==> src/hdl/sha1_message_digest_defines.svh <==
// ----------------------------------------------------------------------------
// sha1 digest assertion macros
// shared property wrappers for the sha1 digest block
// ----------------------------------------------------------------------------
`ifndef SHA1_MESSAGE_DIGEST_DEFINES_SVH
`define SHA1_MESSAGE_DIGEST_DEFINES_SVH

// implication checked on every clock edge outside reset
`define SHA1_ASSERT_IMP(label, clk, rst_n, ante, cons) \
  label: assert property (@(posedge clk) disable iff (!rst_n) (ante) |-> (cons)) \
    else $error("sha1 check failed");

// implication whose consequent is checked in the cycle after the antecedent
`define SHA1_ASSERT_NEXT(label, clk, rst_n, ante, cons) \
  label: assert property (@(posedge clk) disable iff (!rst_n) (ante) |=> (cons)) \
    else $error("sha1 check failed");

`endif

==> src/hdl/sha1_pkg.sv <==
// ----------------------------------------------------------------------------
// sha1 package
// shared types, constants and helpers of the sha1 digest block
// ----------------------------------------------------------------------------
package sha1_pkg;

  localparam int unsigned WordW   = 32;
  localparam int unsigned CountW  = 61;
  localparam int unsigned RoundW  = 7;
  localparam int unsigned NumRounds = 80;

  localparam logic [WordW-1:0] H0 = 32'h67452301;
  localparam logic [WordW-1:0] H1 = 32'hefcdab89;
  localparam logic [WordW-1:0] H2 = 32'h98badcfe;
  localparam logic [WordW-1:0] H3 = 32'h10325476;
  localparam logic [WordW-1:0] H4 = 32'hc3d2e1f0;
  localparam logic [7:0]       PadByte = 8'h80;

  typedef enum logic [0:0] {
    CMD_ABSORB = 1'b0,
    CMD_FINISH = 1'b1
  } cmd_e;

  typedef enum logic [3:0] {
    ST_IDLE,
    ST_ABSORB,
    ST_FINISH,
    ST_PAD,
    ST_ROUNDS,
    ST_FOLD,
    ST_LEN,
    ST_EMIT
  } state_e;

  // controller to datapath
  typedef struct packed {
    logic       write_byte;   // place byte at current position
    logic       write_pad;    // place 0x80 and clear tail words
    logic       clear_block;  // zero the whole buffer
    logic       write_len;    // put bit length in words 14 and 15
    logic       load_work;    // a..e from chain words
    logic       round;        // one compression round
    logic       fold;         // add working vars into chain words
    logic       reset_msg;    // chain words and count back to initial
    logic       inc_count;
  } ctrl_t;

  // datapath to controller
  typedef struct packed {
    logic       block_full;   // position is 63
    logic       pad_overflow; // position is 56 or more
    logic       last_round;
  } stat_t;

  function automatic logic [WordW-1:0] rotl1(input logic [WordW-1:0] x);
    return {x[WordW-2:0], x[WordW-1]};
  endfunction

  function automatic logic [WordW-1:0] round_k(input logic [RoundW-1:0] t);
    logic [WordW-1:0] k;
    if (t < 7'd20)      k = 32'h5a827999;
    else if (t < 7'd40) k = 32'h6ed9eba1;
    else if (t < 7'd60) k = 32'h8f1bbcdc;
    else                k = 32'hca62c1d6;
    return k;
  endfunction

  function automatic logic [WordW-1:0] round_f(input logic [RoundW-1:0] t,
                                               input logic [WordW-1:0] b,
                                               input logic [WordW-1:0] c,
                                               input logic [WordW-1:0] d);
    logic [WordW-1:0] f;
    if (t < 7'd20)      f = (b & c) | (~b & d);
    else if (t < 7'd40) f = b ^ c ^ d;
    else if (t < 7'd60) f = (b & c) | (b & d) | (c & d);
    else                f = b ^ c ^ d;
    return f;
  endfunction

endpackage

==> src/hdl/sha1_ctrl.sv <==
// ----------------------------------------------------------------------------
// sha1 controller
// sequences absorb, padding, compression rounds and digest output
// ----------------------------------------------------------------------------
module sha1_ctrl (
  input  logic            clk_i,
  input  logic            rst_ni,
  input  logic            in_valid_i,
  input  logic            in_cmd_i,
  output logic            in_ready_o,
  input  sha1_pkg::stat_t stat_i,
  output sha1_pkg::ctrl_t ctrl_o,
  output logic            emit_o,      // output register loading digest
  input  logic            emit_done_i, // all five words gone
  output logic            busy_o
);
  import sha1_pkg::*;

  state_e state_q, state_d;
  logic   final_q, final_d; // compressing a block that carries the length
  logic   over_q, over_d;   // second padding block still to do

  always_ff @(posedge clk_i or negedge rst_ni) begin
    if (!rst_ni) begin
      state_q <= ST_IDLE;
      final_q <= 1'b0;
      over_q  <= 1'b0;
    end else begin
      state_q <= state_d;
      final_q <= final_d;
      over_q  <= over_d;
    end
  end

  always_comb begin
    state_d = state_q;
    final_d = final_q;
    over_d  = over_q;
    unique case (state_q)
      ST_IDLE: begin
        if (in_valid_i) begin
          if (in_cmd_i == CMD_FINISH) state_d = ST_PAD;
          else                        state_d = ST_ABSORB;
        end
      end
      ST_ABSORB: begin
        if (stat_i.block_full) begin
          final_d = 1'b0;
          state_d = ST_ROUNDS;
        end else begin
          state_d = ST_IDLE;
        end
      end
      ST_PAD: begin
        if (stat_i.pad_overflow) begin
          over_d  = 1'b1;
          final_d = 1'b0;
          state_d = ST_ROUNDS;
        end else begin
          over_d  = 1'b0;
          state_d = ST_LEN;
        end
      end
      ST_LEN: begin
        final_d = 1'b1;
        state_d = ST_ROUNDS;
      end
      ST_ROUNDS: begin
        if (stat_i.last_round) state_d = ST_FOLD;
      end
      ST_FOLD: begin
        if (final_q)     state_d = ST_EMIT;
        else if (over_q) state_d = ST_FINISH;
        else             state_d = ST_IDLE;
      end
      ST_FINISH: begin
        over_d  = 1'b0;
        state_d = ST_LEN;
      end
      ST_EMIT: begin
        if (emit_done_i) state_d = ST_IDLE;
      end
      default: state_d = ST_IDLE;
    endcase
  end

  always_comb begin
    ctrl_o     = '0;
    in_ready_o = 1'b0;
    emit_o     = 1'b0;
    unique case (state_q)
      ST_IDLE:   in_ready_o = 1'b1;
      ST_ABSORB: begin
        ctrl_o.write_byte = 1'b1;
        ctrl_o.inc_count  = 1'b1;
        ctrl_o.load_work  = stat_i.block_full;
      end
      ST_PAD: begin
        ctrl_o.write_pad = 1'b1;
        ctrl_o.load_work = stat_i.pad_overflow;
      end
      ST_FINISH: ctrl_o.clear_block = 1'b1;
      ST_LEN: begin
        ctrl_o.write_len = 1'b1;
        ctrl_o.load_work = 1'b1;
      end
      ST_ROUNDS: ctrl_o.round = 1'b1;
      ST_FOLD: begin
        ctrl_o.fold = 1'b1;
        emit_o      = final_q;
      end
      ST_EMIT: ctrl_o.reset_msg = emit_done_i;
      default: ;
    endcase
  end

  assign busy_o = (state_q != ST_IDLE);

endmodule

==> src/hdl/sha1_datapath.sv <==
// ----------------------------------------------------------------------------
// sha1 datapath
// block buffer, schedule window, working variables and chain words
// ----------------------------------------------------------------------------
module sha1_datapath (
  input  logic                      clk_i,
  input  logic                      rst_ni,
  input  logic                      in_take_i,  // input transfer
  input  logic [7:0]                in_byte_i,
  input  sha1_pkg::ctrl_t           ctrl_i,
  output sha1_pkg::stat_t           stat_o,
  output logic [5*sha1_pkg::WordW-1:0] chain_o
);
  import sha1_pkg::*;

  logic [WordW-1:0]  w_q [16];
  logic [WordW-1:0]  h_q [5];
  logic [WordW-1:0]  a_q, b_q, c_q, d_q, e_q;
  logic [CountW-1:0] count_q;
  logic [RoundW-1:0] t_q;
  logic [7:0]        byte_q;
  logic [5:0]        pos;
  logic [3:0]        word;
  logic [4:0]        sh;
  logic [WordW-1:0]  wt, wnew, tmp;
  logic [CountW+2:0] bits;

  assign pos  = count_q[5:0];
  assign word = pos[5:2];
  assign sh   = {~pos[1:0], 3'b000};
  assign bits = {count_q, 3'b000};

  // schedule window shifts: w_q[0] is the current word
  assign wnew = rotl1(w_q[13] ^ w_q[8] ^ w_q[2] ^ w_q[0]);
  assign wt   = w_q[0];
  assign tmp  = {a_q[26:0], a_q[31:27]} + round_f(t_q, b_q, c_q, d_q) + e_q + wt
                + round_k(t_q);

  assign stat_o.block_full   = (pos == 6'd63);
  assign stat_o.pad_overflow = (pos >= 6'd56);
  assign stat_o.last_round   = (t_q == RoundW'(NumRounds - 1));

  always_ff @(posedge clk_i) begin
    if (in_take_i) byte_q <= in_byte_i;
  end

  always_ff @(posedge clk_i) begin
    if (ctrl_i.write_byte) begin
      if (pos[1:0] == 2'd0) w_q[word] <= WordW'(byte_q) << sh;
      else                  w_q[word] <= w_q[word] | (WordW'(byte_q) << sh);
    end else if (ctrl_i.write_pad) begin
      for (int i = 0; i < 16; i++) begin
        if (4'(i) == word) begin
          if (pos[1:0] == 2'd0) w_q[i] <= WordW'(PadByte) << sh;
          else w_q[i] <= (w_q[i] & ~(32'hffffffff >> (6'd32 - 6'(sh) - 6'd8) >> 0
                          & ~(32'hffffffff << (6'(sh) + 6'd8)) | 32'h0)
                          & (32'hffffffff << (6'(sh) + 6'd8)))
                         | (WordW'(PadByte) << sh);
        end else if (4'(i) > word) begin
          w_q[i] <= '0;
        end
      end
    end else if (ctrl_i.clear_block) begin
      for (int i = 0; i < 16; i++) w_q[i] <= '0;
    end else if (ctrl_i.write_len) begin
      w_q[14] <= bits[63:32];
      w_q[15] <= bits[31:0];
    end else if (ctrl_i.round) begin
      // the window holds w[t..t+15], so w[t+16] enters at the top every round
      for (int i = 0; i < 15; i++) w_q[i] <= w_q[i+1];
      w_q[15] <= wnew;
    end
  end

  always_ff @(posedge clk_i) begin
    if (ctrl_i.load_work) begin
      a_q <= h_q[0]; b_q <= h_q[1]; c_q <= h_q[2]; d_q <= h_q[3]; e_q <= h_q[4];
    end else if (ctrl_i.round) begin
      a_q <= tmp;
      b_q <= a_q;
      c_q <= {b_q[1:0], b_q[31:2]};
      d_q <= c_q;
      e_q <= d_q;
    end
  end

  always_ff @(posedge clk_i or negedge rst_ni) begin
    if (!rst_ni) begin
      h_q[0] <= H0; h_q[1] <= H1; h_q[2] <= H2; h_q[3] <= H3; h_q[4] <= H4;
      count_q <= '0;
      t_q     <= '0;
    end else begin
      if (ctrl_i.reset_msg) begin
        h_q[0] <= H0; h_q[1] <= H1; h_q[2] <= H2; h_q[3] <= H3; h_q[4] <= H4;
        count_q <= '0;
      end else if (ctrl_i.fold) begin
        h_q[0] <= h_q[0] + a_q;
        h_q[1] <= h_q[1] + b_q;
        h_q[2] <= h_q[2] + c_q;
        h_q[3] <= h_q[3] + d_q;
        h_q[4] <= h_q[4] + e_q;
      end
      if (ctrl_i.inc_count) count_q <= count_q + 1'b1;
      if (ctrl_i.load_work)  t_q <= '0;
      else if (ctrl_i.round) t_q <= t_q + 1'b1;
    end
  end

  assign chain_o = {h_q[4] + e_q, h_q[3] + d_q, h_q[2] + c_q, h_q[1] + b_q,
                    h_q[0] + a_q};

endmodule

==> src/hdl/sha1_out.sv <==
// ----------------------------------------------------------------------------
// sha1 output stage
// holds the digest and hands out its five words one transfer at a time
// ----------------------------------------------------------------------------
module sha1_out (
  input  logic                         clk_i,
  input  logic                         rst_ni,
  input  logic                         load_i,
  input  logic [5*sha1_pkg::WordW-1:0] digest_i,
  input  logic                         tready_i,
  output logic                         tvalid_o,
  output logic [39:0]                  tdata_o,
  output logic                         tlast_o,
  output logic                         done_o
);
  import sha1_pkg::*;

  logic [5*WordW-1:0] dig_q;
  logic [2:0]         idx_q;
  logic               valid_q;
  logic               fire;

  assign fire = valid_q && tready_i;

  always_ff @(posedge clk_i) begin
    if (load_i) dig_q <= digest_i;
  end

  always_ff @(posedge clk_i or negedge rst_ni) begin
    if (!rst_ni) begin
      valid_q <= 1'b0;
      idx_q   <= '0;
    end else if (load_i) begin
      valid_q <= 1'b1;
      idx_q   <= '0;
    end else if (fire) begin
      if (idx_q == 3'd4) valid_q <= 1'b0;
      idx_q <= idx_q + 1'b1;
    end
  end

  assign tvalid_o = valid_q;
  assign tlast_o  = (idx_q == 3'd4);
  assign tdata_o  = {5'b0, idx_q, dig_q[32*idx_q +: 32]};
  assign done_o   = fire && (idx_q == 3'd4);

endmodule

==> src/hdl/sha1_message_digest.sv <==
// ----------------------------------------------------------------------------
// sha1 message digest
// sha1 over a byte stream: absorb bytes, finish to emit the 160-bit digest
// ----------------------------------------------------------------------------
// an absorb byte is stored in the block buffer; a byte completing a 64-byte block
// then runs load, rounds (one per cycle on the single round unit) and fold, and the
// next byte is taken only in idle; finish pads, compresses (twice with a second
// padding block) and folds, then five words leave one per cycle if ready
// reset (async, active low) loads the initial chain words and clears the count
module sha1_message_digest (
  input  logic        clk_i,
  input  logic        rst_ni,
  input  logic        s_axis_tvalid,
  output logic        s_axis_tready,
  input  logic [7:0]  s_axis_tdata,  // data_byte[7:0]
  input  logic        s_axis_tuser,  // cmd
  output logic        m_axis_tvalid,
  input  logic        m_axis_tready,
  output logic [39:0] m_axis_tdata,  // digest_word[31:0], word_index[34:32], zero fill
  output logic        m_axis_tlast   // last
);
  import sha1_pkg::*;
  `include "sha1_message_digest_defines.svh"

  ctrl_t               ctrl;
  stat_t               stat;
  logic                emit, emit_done, busy, take;
  logic [5*WordW-1:0]  chain;

  assign take = s_axis_tvalid && s_axis_tready;

  sha1_ctrl u_ctrl (
    .clk_i, .rst_ni,
    .in_valid_i  (s_axis_tvalid),
    .in_cmd_i    (s_axis_tuser),
    .in_ready_o  (s_axis_tready),
    .stat_i      (stat),
    .ctrl_o      (ctrl),
    .emit_o      (emit),
    .emit_done_i (emit_done),
    .busy_o      (busy)
  );

  sha1_datapath u_dp (
    .clk_i, .rst_ni,
    .in_take_i (take),
    .in_byte_i (s_axis_tdata),
    .ctrl_i    (ctrl),
    .stat_o    (stat),
    .chain_o   (chain)
  );

  sha1_out u_out (
    .clk_i, .rst_ni,
    .load_i   (emit),
    .digest_i (chain),
    .tready_i (m_axis_tready),
    .tvalid_o (m_axis_tvalid),
    .tdata_o  (m_axis_tdata),
    .tlast_o  (m_axis_tlast),
    .done_o   (emit_done)
  );

  `SHA1_ASSERT_IMP(a_no_take_busy, clk_i, rst_ni, busy, !s_axis_tready)
  `SHA1_ASSERT_IMP(a_out_only_busy, clk_i, rst_ni, m_axis_tvalid, busy)
  `SHA1_ASSERT_IMP(a_last_idx, clk_i, rst_ni, m_axis_tvalid && m_axis_tlast,
    m_axis_tdata[34:32] == 3'd4)
  `SHA1_ASSERT_NEXT(a_take_busy, clk_i, rst_ni, take, busy)

endmodule
==> config.mk <==
export PLATFORM = sky130hd
export DESIGN_NAME = sha1_message_digest
export DESIGN_NICKNAME = d
export VERILOG_FILES = /design/src/hdl/sha1_pkg.sv /design/src/hdl/sha1_ctrl.sv /design/src/hdl/sha1_datapath.sv /design/src/hdl/sha1_out.sv /design/src/hdl/sha1_message_digest.sv
export VERILOG_INCLUDE_DIRS = /design/src /design/src/hdl
export SDC_FILE = /design/constraint.sdc
export NUM_CORES = 2
export LEC_CHECK = 0
export BUFFER_PORTS_ARGS = -buffer_cell sky130_fd_sc_hd__buf_2
export CAP_MARGIN = 20
export CORE_UTILIZATION = 30
export CTS_CLUSTER_SIZE = 24
export DETAILED_ROUTE_END_ITERATION = 16
export SYNTH_ARGS = -nofsm -noshare
export SYNTH_HDL_FRONTEND = slang
export SYNTH_SLANG_ARGS = --single-unit
==> constraint.sdc <==
create_clock -name clk_i -period 12.5 [get_ports clk_i]
set_clock_uncertainty 0.2 [all_clocks]
set_input_delay 1.25 -clock clk_i [delete_from_list [all_inputs] [get_ports clk_i]]
set_output_delay 1.25 -clock clk_i [all_outputs]
set_load 0.05 [all_outputs]
==> flow_metrics.env <==
export IMPL_cp_start_kind="flip-flop"
export IMPL_synthMuxAreaShare_pct=6.859
export IMPL_total_leakage_power_uw=0.02917
export IMPL_drt_iter0_drcs=8867
export IMPL_reg2regPathDepth=27
export IMPL_ctsResizeCount=0
export IMPL_worst_path_max_fanout=35
export IMPL_tns_ps=0
export IMPL_cts_buffers_inserted=111
export IMPL_drt_drc_violations_left=0
export IMPL_register_area_sq_mm=0.02871
export IMPL_area_growth_syn_to_layout_pct=11.04
export IMPL_detailroute_via_count=56183
export IMPL_hp_class="reg -> reg"
export IMPL_total_of_max_cap_violations=0
export IMPL_route_antenna_remaining_nets=0
export IMPL_detail_route_wirelength_mm=251.2
export IMPL_syn_area_per_cell_sq_um=9.939
export IMPL_final_nets=6852
export IMPL_ys_flop_type="edfxtp_1"
export IMPL_clock_path_buffers=3
export IMPL_grt_util_all_layers_pct=21.96
export IMPL_drv_slew=0
export IMPL_synthArstFlopShare_pct=22.01
export IMPL_crit_path_top_delay_cell="fa_1"
export IMPL_clock_root_buffer="clkbuf_16"
export IMPL_crit_path_max_incr_delay_ps=490
export IMPL_finalSetupViolations=0
export IMPL_synth_simple_area_share_pct=13.03
export IMPL_rsz0062_at_grt="no"
export IMPL_cts_tree="yes"
export IMPL_critPathCapture="u_dp.a_q[29]"
export IMPL_clk_transition_reported_paths_ps=70
export IMPL_crit_type="reg -> reg"
export IMPL_dominant_combinational_cell_family_by_area_after_synthesis="compound AO/OA/AOI/OAI gates"
export IMPL_io_pins=56
export IMPL_first_pass_iters=11
export IMPL_floorplan_initialDensity_pct=30.23
export IMPL_synth_adder_area_share_pct=8.139
export IMPL_power_density_mw_per_mm2=102.1
export IMPL_worst_r2r_startpoint="u_dp.t_q[3]"
export IMPL_path_delay_family="compound AO/OA/AOI/OAI gates"
export IMPL_io_buffers=50
export IMPL_max_vdd_ir_drop_mv=0.1034
export IMPL_synth_compound_area_share_pct=20.21
export IMPL_crit_buf_inv=6
export IMPL_layout_min_cycle_time_ps=6924
export IMPL_hold_path_cell_count=2
export IMPL_run_status="finished clean"
export IMPL_end_kind="flip-flop"
export IMPL_worst_ep_required_time_ps=12790
export IMPL_postSynthRegisterBits=1077
export IMPL_reg2reg_setup_slack_ps=5580
export IMPL_detailed_place_hpwl_mm=174.1
export IMPL_worst_slew_pin_transition_ps=1216
export IMPL_synth_area_sq_mm=0.06571
export IMPL_clock_tree_htree_level_count=3
export IMPL_drive_above_1_share_pct=10.44
export IMPL_first_global_vias=53551
export IMPL_cts_post_setup_buffers_inserted=0
export IMPL_synth_edf_count=584
export IMPL_fp_row_count=171
export IMPL_ys_seq_area_share_pct=43.67
export IMPL_multi_input_comb_area_sq_mm=0.03425
export IMPL_synth_xor_area_share_pct=3.593
export IMPL_core_area_sq_mm=0.2174
export IMPL_arrival_ps=7210
export IMPL_die_width_um=470.0
export IMPL_grt_start_max_net_pins=156
export IMPL_fmax_mhz=144.4
export IMPL_period_share_pct=55.39
export IMPL_setup_worst_path_start="u_dp.t_q[3]"
export IMPL_cts_num_sinks=1077
export IMPL_die_area_sq_mm=0.2209
export IMPL_wire_length_of_the_first_global_routing_pass_mm=366.3
export IMPL_yosys_warnings=0
export IMPL_ys_types=104
export IMPL_wl_per_cell_um=26.61
export IMPL_place_congestion=0.9654
export IMPL_place_detailed_instances=9225
export IMPL_grt_ovfl_total=0
export IMPL_cts_hold_buffers_added=0
export IMPL_syn_instance_count=6611
export IMPL_fp_dieH_um=470.0
export IMPL_number_of_antenna_violations_at_the_first_check_in_global_routing=12
export IMPL_num_fill_cells=21984
export IMPL_critical_path_depth=27
export IMPL_clkLatencyLatePin_ps=780
export IMPL_worst_slew_margin_rel_pct=18.82
export IMPL_hold_viol=0
export IMPL_via_per_inst=5.952
export IMPL_finalNonFillerCells=9439
export IMPL_regToRegEndpoint="u_dp.a_q[29]"
==> synth_stat cells, types with 59 or more instances <==
cell type,instances,area (sq um)
ha_1,229,2865
nor3_1,72,360.4
a222oi_1,188,1882
mux2i_1,82,820.8
o21ai_0,503,2517
nor2b_1,59,369.1
dfxtp_1,256,5125
nor2_1,556,2087
dfrtp_1,157,3929
a21o_1,84,630.6
xnor2_1,195,1708
mux4_2,145,3266
inv_1,298,1119
clkbuf_1,310,1164
fa_1,124,2482
a21oi_1,319,1597
a221oi_1,62,543.0
nand3_1,134,670.6
a22oi_1,235,1764
dfstp_2,80,2102
xor2_1,72,630.6
edfxtp_1,584,17540
nand2_1,1008,3784
==> state kept, by name, indices dropped and copies added (netlist names), named ones only <==
name / cells
u_dp.d_q: 32
u_dp.w_q: 511
u_dp.t_q: 7
u_dp.byte_q: 8
u_ctrl.state_q: 3
u_dp.a_q: 32
u_dp.e_q: 32
u_out.dig_q: 160
u_out.idx_q: 3
u_ctrl.final_q: 1
u_out.tvalid_o: 1
u_dp.b_q: 32
u_dp.h_q: 160
u_dp.count_q: 61
u_ctrl.over_q: 1
u_dp.c_q: 32
==> worst min path at each step <==
stage,start,to,slack (ps)
after floorplan,u_ctrl.over_q,u_ctrl.over_q,240
after global placement,u_ctrl.over_q,u_ctrl.over_q,270
after detailed placement,u_ctrl.over_q,u_ctrl.over_q,270
after CTS,u_dp.w_q[3][20],u_dp.w_q[2][20],290
after global routing,u_dp.count_q[13],u_dp.count_q[13],320
final,u_dp.w_q[3][20],u_dp.w_q[2][20],290
==> layer usage <==
layer  wire length [um]  share of wire [%]  global-route usage [%]  up-vias
met4              12170                4.8                   9.260       18
li1                   -                  -                       -    24299
met1             102100                 41                   29.88    27757
met2             107400                 43                   32.54     3449
met5                125              0.050                       0        -
met3              29350                 12                   6.045      660
==> worst register-to-register path: cells and delay by family, from the launching register on <==
family,cells,cell delay (ps)
AO/OA/AOI/OAI,8,2130
XOR/XNOR,1,140
adder cells (fa/ha/maj),5,1730
buffers and inverters,6,910
flip-flops,1,470
AND/OR/NAND/NOR,7,1060
==> kinds of logic (layout without fill, tap and decap cells) <==
| logic type | after synthesis | in the layout |
|---|---|---|
| buffers and inverters | 724 | 692 |
| adders and majority gates | 353 | 353 |
| xor gates and xnor gates | 268 | 268 |
| DFF | 1077 | 1077 |
| muxes | 243 | 243 |
| other | 1 | 7 |
| AOI/OAI and AO/OA | 1924 | 1924 |
| and+or+nand+nor | 2021 | 2021 |
==> cell usage in the layout (no fill, tap or decap), types with 41 or more instances in the layout <==
cell          n
nand2_1    1006
edfxtp_1    584
nor2_1      544
o21ai_0     498
a21oi_1     319
inv_1       298
dfxtp_1     256
a22oi_1     235
ha_1        229
xnor2_1     195
a222oi_1    188
dfrtp_1     150
mux4_2      145
nand3_1     134
fa_1        124
buf_4       119
clkbuf_16   118
a21o_1       84
mux2i_1      82
dfstp_2      80
xor2_1       72
nor3_1       70
a221oi_1     62
nor2b_1      58
o22ai_1      50
buf_2        50
o21a_1       47
a211oi_1     45
and3_1       41
o31ai_1      41
==> report_power, final <==
part	switching, uW	internal (uW)	total (uW)	leakage [uW]
clock network	1560	2160	3720	0.00197
logic	21.6	2.29	23.9	0.0168
registers	0	3700	3700	0.0104
total	1590	5860	7450	0.0292
==> cell type report <==
class | count | area share, %
inverters | 304 | 1.564
clock inverters | 61 | 1.086
flip-flops and latches | 1077 | 39.35
well taps | 2854 | 4.894
multi-input cells | 4814 | 46.94
clock buffers | 149 | 4.357
diodes | 2 | 0.006859
repair buffers | 178 | 1.809
==> per-stage QoR <==
step / hold slack [ps] / area, sq um / setup slack, ps / power [uW] / util, %
2_1_floorplan: 244.2 / 65720 / 6108 / 3783 / -
3_3_place_gp: 266.8 / 68890 / 5490 / 3804 / 31.69
3_5_place_dp: 274.1 / 68940 / 5493 / 3804 / 31.72
4_1_cts: 288.5 / 72910 / 5491 / 7479 / 33.54
5_1_grt: 320.4 / 72960 / 5084 / 7609 / 33.56
6_report: 286.3 / 72960 / 5576 / 7448 / 33.56
Note: power is estimated with default switching activity, not from simulation.
